$ cat config.mk
export PLATFORM = sky130hd
export DESIGN_NAME = fmbs_ram
export DESIGN_NICKNAME = d
export VERILOG_FILES = /design/src/rtl/fmbs_ram.sv
export SDC_FILE = /design/constraint.sdc
export NUM_CORES = 2
export LEC_CHECK = 0
export BUFFER_PORTS_ARGS = -buffer_cell sky130_fd_sc_hd__clkbuf_2
export CAP_MARGIN = 20
export CORE_MARGIN = 4
export CORE_UTILIZATION = 30
export DETAILED_ROUTE_END_ITERATION = 6
export PLACE_DENSITY = 0.55
export SYNTH_ARGS = -nofsm -noshare
export SYNTH_HDL_FRONTEND = slang
export SYNTH_SLANG_ARGS = --single-unit
$ cat constraint.sdc
create_clock -name clk -period 3.57 [get_ports clk]
set_input_delay 0.714 -clock clk [delete_from_list [all_inputs] [get_ports clk]]
set_output_delay 0.714 -clock clk [all_outputs]
set_load 0.01 [all_outputs]
$ cat src/rtl/fmbs_ram.sv
// ----------------------------------------------------------------------------
// fmbs_ram
// Generic single write port RAM with one registered read port.
// ----------------------------------------------------------------------------
module fmbs_ram #(
	parameter int WIDTH = 8,
	parameter int DEPTH = 256
) (
	input  logic                     clk,
	input  logic                     we,
	input  logic [$clog2(DEPTH)-1:0] waddr,
	input  logic [WIDTH-1:0]         wdata,
	input  logic                     re,
	input  logic [$clog2(DEPTH)-1:0] raddr,
	output logic [WIDTH-1:0]         rdata
);

	logic [WIDTH-1:0] mem_q [DEPTH];

	always_ff @(posedge clk) begin
		if (we) begin
			mem_q[waddr] <= wdata;
		end
		if (re) begin
			rdata <= mem_q[raddr];
		end
	end

endmodule

=== After elaboration in Yosys (flattened, before gate mapping) ===
Memory sizes are Yosys's and may differ from the RTL's. A register that Yosys moved wholly into a read port is not among the register bits.
Cells that the tools add are included.

* Add/sub/neg operators: 0
* Multiply operators: 0
* Div/mod/pow operators: 0
* $lt $le $gt $ge: 0
* Eq/ne operators: 0
* Shifts and indexed selects: 0
* Multiplexer cells: 2
* Bitwise gates (word level): 0
* Reduce and logical (&&, ||, !) cells: 0

{| class="wikitable"
|+ Operators with widths
! operator !! number
|-
| 1-bit 2-to-1 mux || 2
|}

* Flip-flop bits (word level): 0
* Latch bits: 0
* Bits in writable memories: 2048
* Memory bits (read-only): 0
* Input bits: 27
* Output and inout bits: 8
* Logic and storage cells: 3
* Memories kept: 1

{| class="wikitable"
|+ Memories
! name !! depth !! bits a word !! rd ports !! clocked after memory_dff !! write ports !! RTL line !! source
|-
| mem_q || 256 || 8 || 1 || 1 || 1 || 18 || <nowiki>logic [WIDTH-1:0] mem_q [DEPTH];</nowiki>
|}

=== Logic depth before layout (Yosys ltp) ===
* Depth after elaboration: 2
* Gate-level depth with buffers: 11

=== Least setup slack after synthesis ===
Ideal clock, no wire load.

* Path kind: input to register
* Start point: input port raddr[0]
* End point: register rdata[2] (read register of mem_q) (data pin)
* Setup time: 0.269 ns
* Arrival time: 2.521 ns
* Required time: 3.301 ns
* Setup slack: 0.780 ns
* Cell stages on the path: 9
* Path buffers: 4
* Cells stage by stage: buf_6 -> buf_12 -> buf_8 -> buf_2 -> mux4_2 -> a22oi_1 -> a21oi_1 -> nor4_1 -> nor4_2

{| class="wikitable"
|+ RTL lines
! element !! RTL line !! source
|-
| start: declaration || 14 || <nowiki>input logic [$clog2(DEPTH)-1:0] raddr,</nowiki>
|-
| end: declaration || 15 || <nowiki>output logic [WIDTH-1:0] rdata</nowiki>
|}

==> flow_summary.toml <==
[critical_path]
slowest_delay_ns = 0.79
arrival_ns = 3.68
reg2reg_slack_ns = 0.73
crit_path_cell_trace = "buf_8 > buf_12 > buf_12 > buf_12 > buf_12 > mux2i_1 > o221ai_1 > o211ai_1 > a21oi_1 > nor4_1 > buf_4 > nor4_1"
end_kind = "register"
cp_slowest_cell = "nor4_1"
crit_path_frequent_cell = "buf_12"
timing.rr.end = "rdata[7]"
cp.required_ns = 4.16
r2r_start = "mem_q[82][7]"
cp_max_fo = 25
worstSetupStartpointType = "primary input"
worst_r2r_path_depth = 6
cp_top_family = "buffers and inverters"
worst-setup-path-type = "primary input to register"
critPathBufInv = 6

[min_path]
hp-class = "primary input to register"
holdPathStages = 1
hp-start = "wdata[6]"
min_to = "mem_q[97][6]"

[logic_synthesis]
syn_area_um2 = 79640
yosysSeqAreaShare_pct = 77.53
synth_top_area_share_pct = 77.53
synth-edff-count = 2056
syn-instance-count = 3733
ys_warn_count = 0
synthDistinctLibCells = 54
netlist_top_cells_area = "edfxtp_1 (78%), mux4_2 (13%), mux2i_1 (1.7%), nor2_1 (1.3%), a22oi_1 (1.3%)"
synth_commonest_cells = "edfxtp_1 (2056), mux4_2 (454), nor2_1 (282)"
ys.flop_type = "edfxtp_1"
synth_nets = 3760
synth_top_area_cell = "edfxtp_1"
synth-seq-cells = 2056
avgSynthCellArea_um2 = 21.33
yosysMostFrequentCell = "edfxtp_1"
ys_async_sr_fraction_pct = 0

[clock_network]
clk_path_buf_depth = 3
post_cts_buffers = 0
clk_latency_ns = 0.86
cts.repair.resized = 0
numCtsBuffers = 204
cts-root-buf = "clkbuf_16"
cts_tree = "built"
hold_buffers = 0
h-tree-depth = 4
clk_pin_slew_ns = 0.06
clock-sinks = 2056

[grt]
grt_max_degree = 108
track_usage_pct = 15.41
grt_antenna_before_repair = 18
grt_pass1_wl_mm = 307.1
overflow = 0
grt_pass1_vias = 41144

[power_and_ir_drop]
leakage_uw = 0.02980
powerDensity_nw_per_um2 = 534.3
ir_drop_uv = 359.6

[timing]
slew_viol_final = 0
finalCritPeriodShare_pct = 86.54
finalHoldViolCount = 0
hold-worst-slack_ns = 0.2503
max-slew-margin-rel_pct = 33.26
tightestPinTransition_ns = 0.9758
setup_viol = 0
fmaxAchievable_mhz = 323.7
post-route-min-period_ns = 3.089
rsz0062_at_grt = "no"
clock_skew_ns = 0.05951

[routing]
drt_wl_total_mm = 213.0
antenna_left = 0
wl_per_cell_um = 26.62
vias_per_cell = 5.037
firstDrtPassIters = 6
drc_errors = 0
vias = 40313
first_iter_violations = 3992

[final_layout]
finalInstanceArea_um2 = 94500
area_delta_synth_final_pct = 18.67
fin_util_pct = 35.90
instances_no_fill = 8003
fillCellCount = 24219
fin_nets = 4339
drive_gt1_share_pct = 30.49

[floorplan]
io_pins = 35
initial_core_util_pct = 30.25
die_x_um = 523.2
rows = 188
die-area_um2 = 273800
core_um2 = 263200
die_y_um = 523.2

[status]
status = "finished, final reports clean"

[placed_design]
placed_cells = 7621
portBuffers = 34
gp_congestion = 0.8215
hpwl_mm = 140.2
place_area_um2 = 87890

[run]
drv_cap = 0
## cell families after synthesis
logic type | synth area share (%)
and+or+nand+nor | 2.625
DFF | 77.53
AOI/OAI and AO/OA | 3.416
buffers and inverters | 1.829
muxes | 14.60
## power breakdown
group          internal (uW)  switching (uW)
clock                  11800            9330
combinational           1010            1660
sequential             26600            46.4
total                  39500           11000
## metrics by stage
| step | setup WS (ns) | setup TNS (ns) | power, uW |
|---|---|---|---|
| after CTS | 0.4960 | 0 | 50960 |
| final | 0.4806 | 0 | 50490 |
| after floorplan | 0.7799 | 0 | 28450 |
| after global placement | -0.6646 | -2.190 | 29860 |
| after detailed placement | -0.4149 | -1.475 | 29890 |
| after global routing | 0.3607 | 0 | 52110 |
## worst max path at each step
stage                     startpoint  endpoint  slack (ns)  cells past startpoint
after CTS                   raddr[0]  rdata[7]        0.50                      9
after global placement      raddr[0]  rdata[0]       -0.66                     12
after detailed placement    raddr[0]  rdata[7]       -0.41                      9
final                       raddr[0]  rdata[7]        0.48                     12
after floorplan             raddr[0]  rdata[2]        0.78                      9
after global routing        raddr[0]  rdata[7]        0.36                     12
## flip-flops by register name (all words and copies together) (netlist names)
signal and cells:
mem_q 2048, rdata 8
## layout make-up
cell class | count | area (um2) | share of cell area (%)
flip-flops and latches | 2056 | 61740 | 65.33
multi-input cells | 1442 | 16490 | 17.45
clock buffers | 247 | 5266 | 5.573
repair buffers | 606 | 5254 | 5.560
well taps | 3515 | 4398 | 4.654
clock inverters | 131 | 1339 | 1.417
diodes | 4 | 10.01 | 0.01059
inverters | 2 | 7.507 | 0.007944
## worst reg2reg max path, stage by stage, from the launching register on
cell	delay, ns
edfxtp_1	0.38
mux4_2	0.51
mux4_2	0.56
nor2b_1	0.17
nor4_1	0.69
buf_4	0.24
nor4_1	0.04
## metal layers
metal  share of wire [%]  vias up  GRT usage [%]
li1                    -    16876              -
met1                  43    21760          21.51
met2                  49     1416          25.18
met3                 6.4      259          2.452
met4                 2.5        2          4.019
met5              0.0038        -              0
## cells in the final DEF, fill, tap and decap left out, types with 4 or more instances in the layout
cell and instances:
edfxtp_1 2056, buf_4 518, mux4_2 454, nor2_1 279
clkbuf_16 204, mux2i_1 134, a22oi_1 133, a21oi_1 96
buf_12 55, clkinv_1 49, o221ai_1 46, clkbuf_1 43
clkinv_2 38, nand3_1 34, nand2_1 33, o22ai_1 28
nor2b_1 28, nor4_1 24, nor3_1 22, clkbuf_2 22
bufinv_16 17, a211oi_1 16, a221oi_1 13, nand4_1 10
o211ai_1 10, o21ai_0 10, buf_8 9, nand2b_1 8
a22o_1 8, clkinv_16 8, clkinvlp_4 8, and2_1 5
o22a_1 5, diode_2 4, or2_2 4, o32ai_1 4
clkinv_8 4
Power figures use the tool's default switching activity.
